**src/rtl/core/sts_pkg.sv**
```systemverilog
`timescale 1ns / 1ps

package sts_pkg;

    // Number of result slots that one source byte can produce.
    localparam int unsigned MAX_TOKENS = 3;

    typedef enum logic [1:0] {
        MODE_IDLE = 2'd0,
        MODE_NAME = 2'd1,
        MODE_NUM  = 2'd2
    } mode_t;

    typedef enum logic [2:0] {
        KIND_SEMI   = 3'd0,
        KIND_NUMBER = 3'd1,
        KIND_VAR    = 3'd2,
        KIND_PRINT  = 3'd3,
        KIND_SINGLE = 3'd4,
        KIND_DOUBLE = 3'd5
    } kind_t;

    typedef struct packed {
        logic [7:0] src_byte;
        logic       end_of_source;
    } in_item_t;

    typedef struct packed {
        kind_t       token_kind;
        logic [15:0] token_start;
        logic [15:0] token_length;
        logic [7:0]  op_first;
        logic [7:0]  op_second;
        logic        run_last;
    } out_item_t;

    // All tokens caused by one source byte, oldest in slot zero.
    typedef struct packed {
        out_item_t [MAX_TOKENS-1:0] tok;
        logic [1:0]                 count;
    } tok_bundle_t;

endpackage

```
**src/rtl/core/script_token_scanner_top.sv**
```systemverilog
`timescale 1ns / 1ps

// Channel   Direction  Handshake           Payload
// item      in         push / full         src_byte, end_of_source
// token     out        pop / empty         token_kind .. run_last
//
// One source byte is taken per cycle while full is low; the scanner classifies
// it in that cycle. Each byte yields zero to three tokens, and the output side
// gives one token per cycle while pop is high and the queue is not empty.
// A queue of QUEUE_DEPTH token bundles sits between scanner and output; full
// rises when it holds that many unread bundles.
// Reset is asynchronous and needs no clearing pass; the first byte after it,
// or after an end of source, is at position zero.
module script_token_scanner_top
    import sts_pkg::*;
#(
    parameter int POS_BITS    = 16,
    parameter int QUEUE_DEPTH = 4
)
(
    input  logic      clk,
    input  logic      rst_n,
    input  logic      push,
    input  in_item_t  item,
    output logic      full,
    input  logic      pop,
    output logic      empty,
    output out_item_t token
);

    tok_bundle_t bundle;
    tok_bundle_t head;
    logic        bundle_valid;
    logic        accept;
    logic        q_empty;
    logic        q_rd;

    assign accept = push && !full;

    sts_front #(
        .POS_BITS(POS_BITS)
    ) u_front (
        .clk         (clk),
        .rst_n       (rst_n),
        .accept      (accept),
        .item        (item),
        .bundle      (bundle),
        .bundle_valid(bundle_valid)
    );

    sts_queue #(
        .DEPTH(QUEUE_DEPTH)
    ) u_queue (
        .clk    (clk),
        .rst_n  (rst_n),
        .wr_en  (accept && bundle_valid),
        .wr_data(bundle),
        .rd_en  (q_rd),
        .head   (head),
        .full   (full),
        .q_empty(q_empty)
    );

    sts_back u_back (
        .clk    (clk),
        .rst_n  (rst_n),
        .head   (head),
        .q_empty(q_empty),
        .q_rd   (q_rd),
        .pop    (pop),
        .empty  (empty),
        .token  (token)
    );

endmodule

```
**src/rtl/core/sts_front.sv**
```systemverilog
`timescale 1ns / 1ps

module sts_front
    import sts_pkg::*;
#(
    parameter int POS_BITS = 16
)
(
    input  logic        clk,
    input  logic        rst_n,
    input  logic        accept,
    input  in_item_t    item,
    output tok_bundle_t bundle,
    output logic        bundle_valid
);

    localparam logic [POS_BITS-1:0] POS_MAX = '1;
    localparam logic [15:0]         LEN_MAX = 16'hFFFF;
    localparam logic [2:0]          KP_DONE = 3'd5;
    localparam logic [2:0]          KP_MISS = 3'd7;
    localparam int                  NCAND   = 6;

    mode_t               mode_reg, mode_next;
    logic [7:0]          held_b_reg, held_b_next;
    logic                held_v_reg, held_v_next;
    logic [POS_BITS-1:0] start_reg, start_next;
    logic [15:0]         len_reg, len_next;
    logic [2:0]          kp_reg, kp_next;
    logic [POS_BITS-1:0] bpos_reg, bpos_next;

    out_item_t [NCAND-1:0] cand;
    logic [NCAND-1:0]      cand_v;
    logic                  done;
    logic                  cont;
    logic [1:0]            n;
    logic [7:0]            c;

    function automatic logic is_name(input logic [7:0] ch);
        is_name = (ch >= "a" && ch <= "z") || (ch >= "A" && ch <= "Z") ||
                  ch == "_" || ch == "$";
    endfunction

    function automatic logic is_digit(input logic [7:0] ch);
        is_digit = ch >= "0" && ch <= "9";
    endfunction

    function automatic logic is_num(input logic [7:0] ch);
        is_num = is_digit(ch) || ch == ".";
    endfunction

    function automatic logic is_single(input logic [7:0] ch);
        logic r;
        case (ch) inside
            "+", "*", "-", "/", "=", "!", "(", ")", "[", "]", ".", "%", "{", "}":
                r = 1'b1;
            default:
                r = 1'b0;
        endcase
        is_single = r;
    endfunction

    function automatic logic is_dfirst(input logic [7:0] ch);
        logic r;
        case (ch) inside
            "!", "=", "<", ">", "+", "-", "*", "/", "%":
                r = 1'b1;
            default:
                r = 1'b0;
        endcase
        is_dfirst = r;
    endfunction

    function automatic logic [7:0] kw_char(input logic [2:0] idx);
        logic [7:0] r;
        unique case (idx)
            3'd0:    r = "p";
            3'd1:    r = "r";
            3'd2:    r = "i";
            3'd3:    r = "n";
            3'd4:    r = "t";
            default: r = 8'h00;
        endcase
        kw_char = r;
    endfunction

    function automatic out_item_t make_tok(input kind_t kind,
                                           input logic [POS_BITS-1:0] start,
                                           input logic [15:0] len,
                                           input logic [7:0] a,
                                           input logic [7:0] b);
        out_item_t t;
        t.token_kind   = kind;
        t.token_start  = 16'(start);
        t.token_length = len;
        t.op_first     = a;
        t.op_second    = b;
        t.run_last     = 1'b0;
        make_tok = t;
    endfunction

    function automatic out_item_t run_tok(input mode_t mode,
                                          input logic [2:0] kp,
                                          input logic [POS_BITS-1:0] start,
                                          input logic [15:0] len);
        kind_t k;
        if (mode == MODE_NAME)
        begin
            k = (kp == KP_DONE) ? KIND_PRINT : KIND_VAR;
        end
        else
        begin
            k = KIND_NUMBER;
        end
        run_tok = make_tok(k, start, len, 8'h00, 8'h00);
    endfunction

    assign c = item.src_byte;

    always_comb
    begin
        cont = (mode_reg == MODE_NAME && (is_name(c) || is_num(c))) ||
               (mode_reg == MODE_NUM && is_num(c));

        mode_next   = mode_reg;
        held_b_next = held_b_reg;
        held_v_next = held_v_reg;
        start_next  = start_reg;
        len_next    = len_reg;
        kp_next     = kp_reg;
        cand_v      = '0;
        for (int k = 0; k < NCAND; k++)
        begin
            cand[k] = '0;
        end
        done = 1'b0;

        // A running name or number either grows or is closed off.
        if (mode_reg == MODE_NAME || mode_reg == MODE_NUM)
        begin
            if (cont)
            begin
                done = 1'b1;
                if (len_reg != LEN_MAX)
                begin
                    len_next = len_reg + 16'd1;
                end
                if (mode_reg == MODE_NAME)
                begin
                    if (kp_reg < KP_DONE && c == kw_char(kp_reg))
                    begin
                        kp_next = kp_reg + 3'd1;
                    end
                    else
                    begin
                        kp_next = KP_MISS;
                    end
                end
            end
            else
            begin
                cand_v[0] = 1'b1;
                cand[0]   = run_tok(mode_reg, kp_reg, start_reg, len_reg);
                mode_next = MODE_IDLE;
            end
        end
        else
        begin
            mode_next = MODE_IDLE;
        end

        // The held operator pairs with '=', goes out alone if it is a single-byte operator, or is dropped.
        if (!done && held_v_reg)
        begin
            held_v_next = 1'b0;
            if (c == "=")
            begin
                cand_v[1] = 1'b1;
                cand[1]   = make_tok(KIND_DOUBLE, start_reg, 16'd2, held_b_reg, c);
                done      = 1'b1;
            end
            else if (is_single(held_b_reg))
            begin
                cand_v[1] = 1'b1;
                cand[1]   = make_tok(KIND_SINGLE, start_reg, 16'd1, held_b_reg, 8'h00);
            end
        end

        if (!done)
        begin
            if (c == ";")
            begin
                cand_v[2] = 1'b1;
                cand[2]   = make_tok(KIND_SEMI, bpos_reg, 16'd1, 8'h00, 8'h00);
            end
            else if (is_name(c))
            begin
                mode_next  = MODE_NAME;
                start_next = bpos_reg;
                len_next   = 16'd1;
                kp_next    = (c == "p") ? 3'd1 : KP_MISS;
            end
            else if (is_dfirst(c))
            begin
                held_b_next = c;
                held_v_next = 1'b1;
                start_next  = bpos_reg;
            end
            else if (is_single(c))
            begin
                cand_v[2] = 1'b1;
                cand[2]   = make_tok(KIND_SINGLE, bpos_reg, 16'd1, c, 8'h00);
            end
            else if (is_digit(c))
            begin
                mode_next  = MODE_NUM;
                start_next = bpos_reg;
                len_next   = 16'd1;
                kp_next    = 3'd0;
            end
        end

        bpos_next = (bpos_reg == POS_MAX) ? bpos_reg : bpos_reg + 1'b1;

        // End of source flushes the open run and any held single-byte operator, appends
        // a semicolon and returns the scanner to its reset state.
        if (item.end_of_source)
        begin
            if (held_v_next && is_single(held_b_next))
            begin
                cand_v[3] = 1'b1;
                cand[3]   = make_tok(KIND_SINGLE, start_next, 16'd1, held_b_next, 8'h00);
            end
            if (mode_next != MODE_IDLE)
            begin
                cand_v[4] = 1'b1;
                cand[4]   = run_tok(mode_next, kp_next, start_next, len_next);
            end
            cand_v[5] = 1'b1;
            cand[5]   = make_tok(KIND_SEMI, bpos_next, 16'd1, 8'h00, 8'h00);

            mode_next   = MODE_IDLE;
            held_b_next = 8'h00;
            held_v_next = 1'b0;
            start_next  = '0;
            len_next    = 16'd0;
            kp_next     = 3'd0;
            bpos_next   = '0;
        end
    end

    // Pack the candidates, in order, into the bundle slots.
    always_comb
    begin
        bundle = '0;
        n      = 2'd0;
        for (int k = 0; k < NCAND; k++)
        begin
            if (cand_v[k] && n != 2'd3)
            begin
                bundle.tok[n] = cand[k];
                n             = n + 2'd1;
            end
        end
        for (int j = 0; j < MAX_TOKENS; j++)
        begin
            bundle.tok[j].run_last = (n == 2'(j + 1));
        end
        bundle.count = n;
        bundle_valid = n != 2'd0;
    end

    always_ff @(posedge clk or negedge rst_n)
    begin
        if (!rst_n)
        begin
            mode_reg   <= MODE_IDLE;
            held_b_reg <= 8'h00;
            held_v_reg <= 1'b0;
            start_reg  <= '0;
            len_reg    <= 16'd0;
            kp_reg     <= 3'd0;
            bpos_reg   <= '0;
        end
        else if (accept)
        begin
            mode_reg   <= mode_next;
            held_b_reg <= held_b_next;
            held_v_reg <= held_v_next;
            start_reg  <= start_next;
            len_reg    <= len_next;
            kp_reg     <= kp_next;
            bpos_reg   <= bpos_next;
        end
    end

    // An operator is only held while no name or number is running.
    a_held_idle: assert property (@(posedge clk) disable iff (!rst_n)
        held_v_reg |-> mode_reg == MODE_IDLE)
        else $error("operator held while a run is open");

    // The end of source always yields a bundle that closes with a semicolon.
    a_eos_semi: assert property (@(posedge clk) disable iff (!rst_n)
        accept && item.end_of_source |->
            bundle_valid && bundle.tok[bundle.count - 2'd1].token_kind == KIND_SEMI)
        else $error("end of source without closing semicolon");

endmodule

```
**src/rtl/core/sts_queue.sv**
```systemverilog
`timescale 1ns / 1ps

module sts_queue
    import sts_pkg::*;
#(
    parameter int DEPTH = 4
)
(
    input  logic        clk,
    input  logic        rst_n,
    input  logic        wr_en,
    input  tok_bundle_t wr_data,
    input  logic        rd_en,
    output tok_bundle_t head,
    output logic        full,
    output logic        q_empty
);

    localparam int PTR_W = (DEPTH > 1) ? $clog2(DEPTH) : 1;
    localparam int CNT_W = $clog2(DEPTH + 1);
    localparam logic [PTR_W-1:0] PTR_LAST = PTR_W'(DEPTH - 1);
    localparam logic [CNT_W-1:0] CNT_FULL = CNT_W'(DEPTH);

    tok_bundle_t      mem_reg [DEPTH];
    logic [PTR_W-1:0] wr_ptr_reg, rd_ptr_reg;
    logic [CNT_W-1:0] cnt_reg;

    assign head    = mem_reg[rd_ptr_reg];
    assign full    = cnt_reg == CNT_FULL;
    assign q_empty = cnt_reg == '0;

    always_ff @(posedge clk)
    begin
        if (wr_en)
        begin
            mem_reg[wr_ptr_reg] <= wr_data;
        end
    end

    always_ff @(posedge clk or negedge rst_n)
    begin
        if (!rst_n)
        begin
            wr_ptr_reg <= '0;
            rd_ptr_reg <= '0;
            cnt_reg    <= '0;
        end
        else
        begin
            if (wr_en)
            begin
                wr_ptr_reg <= (wr_ptr_reg == PTR_LAST) ? '0 : wr_ptr_reg + 1'b1;
            end
            if (rd_en)
            begin
                rd_ptr_reg <= (rd_ptr_reg == PTR_LAST) ? '0 : rd_ptr_reg + 1'b1;
            end
            if (wr_en && !rd_en)
            begin
                cnt_reg <= cnt_reg + 1'b1;
            end
            else if (rd_en && !wr_en)
            begin
                cnt_reg <= cnt_reg - 1'b1;
            end
        end
    end

    a_no_overrun: assert property (@(posedge clk) disable iff (!rst_n)
        wr_en && !rd_en |-> !full)
        else $error("queue written while full");

endmodule

```
**src/rtl/core/sts_back.sv**
```systemverilog
`timescale 1ns / 1ps

module sts_back
    import sts_pkg::*;
(
    input  logic        clk,
    input  logic        rst_n,
    input  tok_bundle_t head,
    input  logic        q_empty,
    output logic        q_rd,
    input  logic        pop,
    output logic        empty,
    output out_item_t   token
);

    logic [1:0] idx_reg, idx_next;
    logic       last_slot;

    assign empty     = q_empty;
    assign token     = head.tok[idx_reg];
    assign last_slot = idx_reg == head.count - 2'd1;
    assign q_rd      = pop && !q_empty && last_slot;

    always_comb
    begin
        idx_next = idx_reg;
        if (pop && !q_empty)
        begin
            idx_next = last_slot ? 2'd0 : idx_reg + 2'd1;
        end
    end

    always_ff @(posedge clk or negedge rst_n)
    begin
        if (!rst_n)
        begin
            idx_reg <= 2'd0;
        end
        else
        begin
            idx_reg <= idx_next;
        end
    end

    // A queued bundle is never empty and the slot index stays inside it.
    a_idx_range: assert property (@(posedge clk) disable iff (!rst_n)
        !q_empty |-> head.count != 2'd0 && idx_reg < head.count)
        else $error("slot index outside the head bundle");

endmodule
```
**config.mk**
```make
export PLATFORM = sky130hd
export DESIGN_NAME = script_token_scanner_top
export DESIGN_NICKNAME = d
export VERILOG_FILES = /design/src/rtl/core/sts_pkg.sv /design/src/rtl/core/script_token_scanner_top.sv /design/src/rtl/core/sts_front.sv /design/src/rtl/core/sts_queue.sv /design/src/rtl/core/sts_back.sv
export SDC_FILE = /design/constraint.sdc
export NUM_CORES = 1
export LEC_CHECK = 0
export ABC_AREA = 1
export BUFFER_PORTS_ARGS = -buffer_cell sky130_fd_sc_hd__buf_2
export CAP_MARGIN = 20
export CORE_ASPECT_RATIO = 1.1
export CORE_MARGIN = 10
export CORE_UTILIZATION = 50
export CTS_CLUSTER_SIZE = 8
export DETAILED_ROUTE_END_ITERATION = 6
export MAX_ROUTING_LAYER = met4
export PLACE_DENSITY_LB_ADDON = 0.12
export REMOVE_ABC_BUFFERS = 1
export SETUP_SLACK_MARGIN = 0.2
export SLEW_MARGIN = 20
export SYNTH_ARGS = -nofsm -noshare
export SYNTH_HDL_FRONTEND = slang
export SYNTH_SLANG_ARGS = --single-unit
export TNS_END_PERCENT = 20
```
**constraint.sdc**
```tcl
create_clock -name clk -period 9 [get_ports clk]
set_input_delay 0.45 -clock clk [delete_from_list [all_inputs] [get_ports clk]]
set_output_delay 0.45 -clock clk [all_outputs]
set_load 0.005 [all_outputs]
```
==> reports/metrics.yaml, run 1 <==
status:
  status: "finished, violations left"
  violations: "DRC"
timing:
  fin_crit_sh_pct: 77.4
  hold_viol: 0
  layout_setup_ws_ns: 2.04
  finalMaxSlewViolations: 0
  setup_viol: 0
  skew_ns: 0.0275
  post-route-min-period_ns: 6.96
  fmaxAchievable_mhz: 144
  rsz0062_at_grt: "false"
  worst-slew-pin-transition_ns: 1.06
  slew_headroom_pct: 29.1
route:
  wl_mm: 87.8
  dr.first_iter.drc_count: 2505
  postRouteAntennaNets: 0
  dr.pass1.iters: 7
  vias: 23200
  wl_per_cell_um: 22.9
  drc: 4
  via_per_inst: 6.05
global_routing:
  grt_pass1_wl_mm: 136
  busiest_layer: "met2"
  grtUsageTotal_pct: 24.7
  grt_pass1_vias: 23200
  met1_usage_pct: 31.2
  grt_max_degree: 123
  grt_use_met3_pct: 3.44
  overflow: 0
  grtUsageMet2_pct: 40.4
  antenna_found_initial: 2
layout:
  fillers: 5170
  final_area_um2: 35100
  drive_gt1_share_pct: 10.4
  final_util_pct: 57.3
  final_common_cell: "edfxtp_1"
  fin_nets: 2977
  largest_reg_flops: 600
  syn_to_final_growth_pct: 13.3
  final_cell_mix: "edfxtp_1, nor2_1, o21ai_0"
setup_path:
  slowest_stage: "nand3_1"
  crit_type: "reg -> reg"
  critPathMaxStageDelay_ns: 0.56
  worstPathArrival_ns: 7.41
  critPathRequiredTime_ns: 9.45
  cp-start-kind: "flop"
  cp_max_fo: 14
  cpMostUsedCell: "inv_1"
  endpoint_kind: "flop"
logic_synthesis:
  seq_area_frac_synth_pct: 63.8
  synth_top_flop_cell: "edfxtp_1"
  synth_edf_count: 600
  netlist_area_um2: 31000
  async_reset_ff_share_pct: 10.6
  ys_seq_elements: 671
  synth_top_cell_by_area: "edfxtp_1"
  yosys-top-cells-area: "edfxtp_1, o21ai_0, dfrtp_1, nor2_1, nand2_1"
  yosysWarnings: 0
  synth_cells: 2875
  synth_top_area_share_pct: 58.1
  synth_cell_types: 59
  syn_area_per_cell_um2: 10.8
clock_tree:
  clk_pin_slew_ns: 0.05
  clockBufferDepth: 3
  cts_setup_buffers: 0
  post_cts_resized: 0
  htree_num_levels: 3
  cts_buffers: 94
  cts-root-buf: "clkbuf_16"
  clock-sinks: 671
  cts_tree: "yes"
  clock_latency_ns: 0.65
placed_design:
  dp_slack_ns: 1.61
  dp_hpwl_mm: 51.7
  place_area_um2: 32300
  port_buffers: 66
  routabilityCongestion: 0.969
floorplanning:
  core_area_um2: 61300
  ios: 67
  num_rows: 95
  dieHeight_um: 281
  start_util_pct: 50.6
  die-area_um2: 72400
  die_w_um: 257
job:
  cap_violations: 0
power:
  power_w: 0.0112
  p_leak_nw: 12.6
  cellPowerDensity_nw_per_um2: 320
  ir_drop_uv: 252
hold_path:
  hp-class: "in -> async"
## final cells by class
| cell class | instances | area [um2] | share of cell area [%] |
|---|---|---|---|
| diodes | 1 | 2.50 | 0.00712 |
| clock buffers | 168 | 2650 | 7.54 |
| clock inverters | 8 | 130 | 0.370 |
| inverters | 221 | 840 | 2.39 |
| multi-input cells | 1824 | 9780 | 27.8 |
| flip-flops and latches | 671 | 19800 | 56.3 |
| well taps | 824 | 1030 | 2.93 |
| repair buffers | 118 | 901 | 2.56 |
## worst max-delay path, delay by kind of cell, from the launching register on
kind	cells	cell delay (ns)
flops	1	0.38
fa+ha+maj	5	1.25
compound gates	3	0.31
buf+inv	10	1.53
simple gates	18	3.30
## per-stage QoR
stage | TNS, ns | hold slack, ns | instances
after CTS | 0 | 0.161 | 3834
after floorplan | -1222.12 | 0.154 | 2716
after global placement | 0 | 0.276 | 3657
after global routing | 0 | 0.195 | 3834
after detailed placement | 0 | 0.279 | 3657
final | 0 | 0.180 | 3835
## final timing paths
kind	startpoint	to	slack (ns)	depth (start not counted)
hold / removal	rst_n	u_queue.rd_ptr_reg[0]$_DFFE_PN0P_	0.18	2
max in group asynchronous	rst_n	u_front.kp_reg[1]$_DFFE_PN0P_	7.58	3
min in group clk	pop	u_back.idx_reg[0]$_DFFE_PN0P_	0.21	5
hold reg to reg	u_queue.cnt_reg[0]$_DFFE_PN0P_	u_queue.cnt_reg[0]$_DFFE_PN0P_	0.54	1
setup / recovery	u_front.mode_reg[1]$_DFFE_PN0P_	u_queue.mem_reg[0][74]$_DFFE_PP_	2.04	36
setup reg to reg	u_front.mode_reg[1]$_DFFE_PN0P_	u_queue.mem_reg[0][74]$_DFFE_PP_	2.04	36
## power by group
group / switching, W / internal [W] / total, W
sequential: 0.000224 / 0.00402 / 0.00425
clock: 0.00130 / 0.00201 / 0.00331
combinational: 0.00260 / 0.00109 / 0.00369
total: 0.00412 / 0.00712 / 0.0112
## synthesized netlist by cell type, types with 8 or more instances
master      n
a211oi_1   15
a21oi_1    87
a22oi_1    12
a31oi_1    15
a32o_1     24
a32oi_1     8
buf_1       9
clkbuf_1  158
dfrtp_1    71
edfxtp_1  600
ha_1       33
inv_1     204
inv_2      16
nand2_1   272
nand2_2    25
nand3_1    59
nor2_1    436
nor3_1     22
nor4_1     10
o211ai_1   26
o21ai_0   404
o21ai_1    10
o221ai_1   69
o22ai_1   156
o32ai_1    13
xor2_1     27
## per-layer routing
metal,vias to the layer above,share of wire (%)
met3,204,6.7
met2,936,49
li1,10500,-
met4,0,2.7
met1,11500,42
met5,-,0
## timing repair
item | CTS | global route
endpoints found under the setup margin | 0 | 0
hold buffers | 1 | 0
endpoints found under the hold margin | 7 | 0
## cells by family (layout without fill, tap and decap cells)
kind of cell,after synthesis,in the layout,synth area share [%]
AO/OA/AOI/OAI,869,869,17.0
flip-flops,671,671,63.8
other,1,29,0.0121
adder cells (fa/ha/maj),34,34,1.40
buffers and inverters,407,515,5.17
XOR/XNOR,28,28,0.791
AND/OR/NAND/NOR,861,861,11.7
multiplexers,4,4,0.133
Power figures use the tool's default switching activity.
==> run 2, diff against run 1 <==
clock period = 7.2 ns   (was 9 ns; I/O delays follow)
==> run 2 against run 1 <==
Effect of this change: power up 25%; clock power up 23%; via count down 0.74%; core utilization unchanged; the flow now finishes without violations; critical endpoint is now u_queue.mem_reg[1][64]$_DFFE_PP_; highest routed layer unchanged; register-to-register slack worse by 1.3 ns.
==> reports/metrics.yaml, run 2 (synthesized netlist as in run 1, its figures left out) <==
setup_path:
  regToRegEndpoint: "u_queue.mem_reg[1][64]$_DFFE_PP_"
  cp_max_fo: 64
  critPathRequiredTime_ns: 7.48
  crit_type: "reg -> reg"
  critPathMaxStageDelay_ns: 0.47
  r2r_slack_ns: 0.75
  rr_worst_depth: 36
  endpoint_kind: "flop"
  critPathBufInv: 10
  cp-start-kind: "flop"
  worstPathArrival_ns: 6.73
  rr_startpoint: "u_front.held_b_reg[1]$_DFFE_PN0P_"
  path_depth: 36
  cpMostUsedCell: "inv_1"
  slowest_stage: "dfrtp_1"
  cp_top_family: "simple AND/OR/NAND/NOR gates"
global_routing:
  overflow: 0
  grtUsageTotal_pct: 24.3
  grt_pass1_wl_mm: 134
  antenna_found_initial: 2
  grt_max_degree: 117
  grt_pass1_vias: 22900
floorplanning:
  die-area_um2: 72400
  core_area_um2: 61300
  ios: 67
  start_util_pct: 50.6
  die_w_um: 257
  num_rows: 95
  dieHeight_um: 281
hold_path:
  hold_end: "u_back.idx_reg[0]$_DFFE_PN0P_"
  hp-class: "in -> reg"
  holdPathStages: 5
  hold_path.startpoint: "pop"
timing:
  finalMaxSlewViolations: 0
  skew_ns: 0.0257
  fmaxAchievable_mhz: 155
  worst-slew-pin-transition_ns: 1.01
  fin_crit_sh_pct: 89.5
  layout_setup_ws_ns: 0.754
  slew_headroom_pct: 32.7
  rsz0062_at_grt: "false"
  post-route-min-period_ns: 6.45
  setup_viol: 0
  hold_viol: 0
layout:
  fillers: 5224
  antennaDiodeCount: 0
  fin_nets: 2979
  final_common_cell: "edfxtp_1"
  final_cell_mix: "edfxtp_1, nor2_1, o21ai_0"
  syn_to_final_growth_pct: 13.3
  final_util_pct: 57.3
  largest_reg_flops: 600
  drive_gt1_share_pct: 10.4
route:
  dr.pass1.iters: 5
  dr.first_iter.drc_count: 1836
  wl_mm: 86.9
  via_per_inst: 6.00
  drc: 0
  vias: 23000
  postRouteAntennaNets: 0
  wl_per_cell_um: 22.7
clock_tree:
  clock_latency_ns: 0.65
  post_cts_resized: 0
  clock-sinks: 671
  clk_pin_slew_ns: 0.05
  cts-root-buf: "clkbuf_16"
  htree_num_levels: 3
  clockBufferDepth: 3
  cts_buffers: 93
  cts_tree: "yes"
status:
  status: "finished, final reports clean"
placed_design:
  routabilityCongestion: 0.939
  dp_slack_ns: 0.462
  dp_hpwl_mm: 51.3
  port_buffers: 66
power:
  p_leak_nw: 12.6
  cellPowerDensity_nw_per_um2: 399
  ir_drop_uv: 232
job:
  cap_violations: 0
## run 2: changes by cell type in the layout (fill, tap and decap cells not counted), sizes merged
cell and delta:
buf +3, bufinv -1, diode -1, clkbuf -2
## run 2: worst max path at each step
stage,start,endpoint,slack (ns)
5_1_grt,u_front.held_b_reg[7]$_DFFE_PN0P_,u_queue.mem_reg[1][69]$_DFFE_PP_,0.29
3_5_place_dp,item[2],u_queue.mem_reg[1][135]$_DFFE_PP_,0.46
3_3_place_gp,item[2],u_queue.mem_reg[1][138]$_DFFE_PP_,0.53
4_1_cts,u_front.held_b_reg[1]$_DFFE_PN0P_,u_queue.mem_reg[1][64]$_DFFE_PP_,0.82
2_1_floorplan,u_queue.rd_ptr_reg[0]$_DFFE_PN0P_,u_queue.cnt_reg[2]$_DFFE_PN0P_,-5.26
6_report,u_front.held_b_reg[1]$_DFFE_PN0P_,u_queue.mem_reg[1][64]$_DFFE_PP_,0.75
## run 2: tightest hold or removal path: cells and delay by family
| family | cells | cell delay (ns) |
|---|---|---|
| AO/OA/AOI/OAI | 1 | 0.11 |
| buffers and inverters | 2 | 0.15 |
| AND/OR/NAND/NOR | 2 | 0.16 |
## run 2: what timing repair did
| item | CTS | global route |
|---|---|---|
| hold endpoints to repair | 23 | 0 |
| buffers inserted | 0 | 0 |
| hold buffers | 1 | 0 |
## run 2: routing by layer
layer / share of wire (%) / track usage, %
met5: 0 / -
met4: 2.6 / 8.61
met3: 5.9 / 3.17
met2: 49 / 40.3
met1: 42 / 30.4
## run 2: layout make-up
| class | instances | area (um2) | share of cell area [%] |
|---|---|---|---|
| tap | 824 | 1030 | 2.93 |
| sequential | 671 | 19800 | 56.3 |
| inverter | 221 | 840 | 2.39 |
| timing repair buffer | 121 | 946 | 2.69 |
| clock buffer | 166 | 2600 | 7.40 |
| multi-input combinational | 1824 | 9780 | 27.8 |
| clock inverter | 7 | 140 | 0.399 |
## run 2: power by group
part           internal (W)  total [W]  switching [W]
Combinational       0.00139    0.00462        0.00323
Sequential          0.00503    0.00531       0.000280
Clock               0.00244    0.00408        0.00165
Total               0.00886     0.0140        0.00515
## run 2: stage by stage
stage | area (um2) | power [W] | setup TNS (ns) | hold slack (ns) | cells
3_3_place_gp | 32300 | 0.00991 | 0 | 0.302 | 3657
5_1_grt | 35100 | 0.0148 | 0 | 0.207 | 3834
3_5_place_dp | 32400 | 0.0100 | 0 | 0.312 | 3659
6_report | 35100 | 0.0140 | 0 | 0.171 | 3834
4_1_cts | 35100 | 0.0141 | 0 | 0.149 | 3833
2_1_floorplan | 30300 | 0.00814 | -2350.85 | 0.0644 | 2716
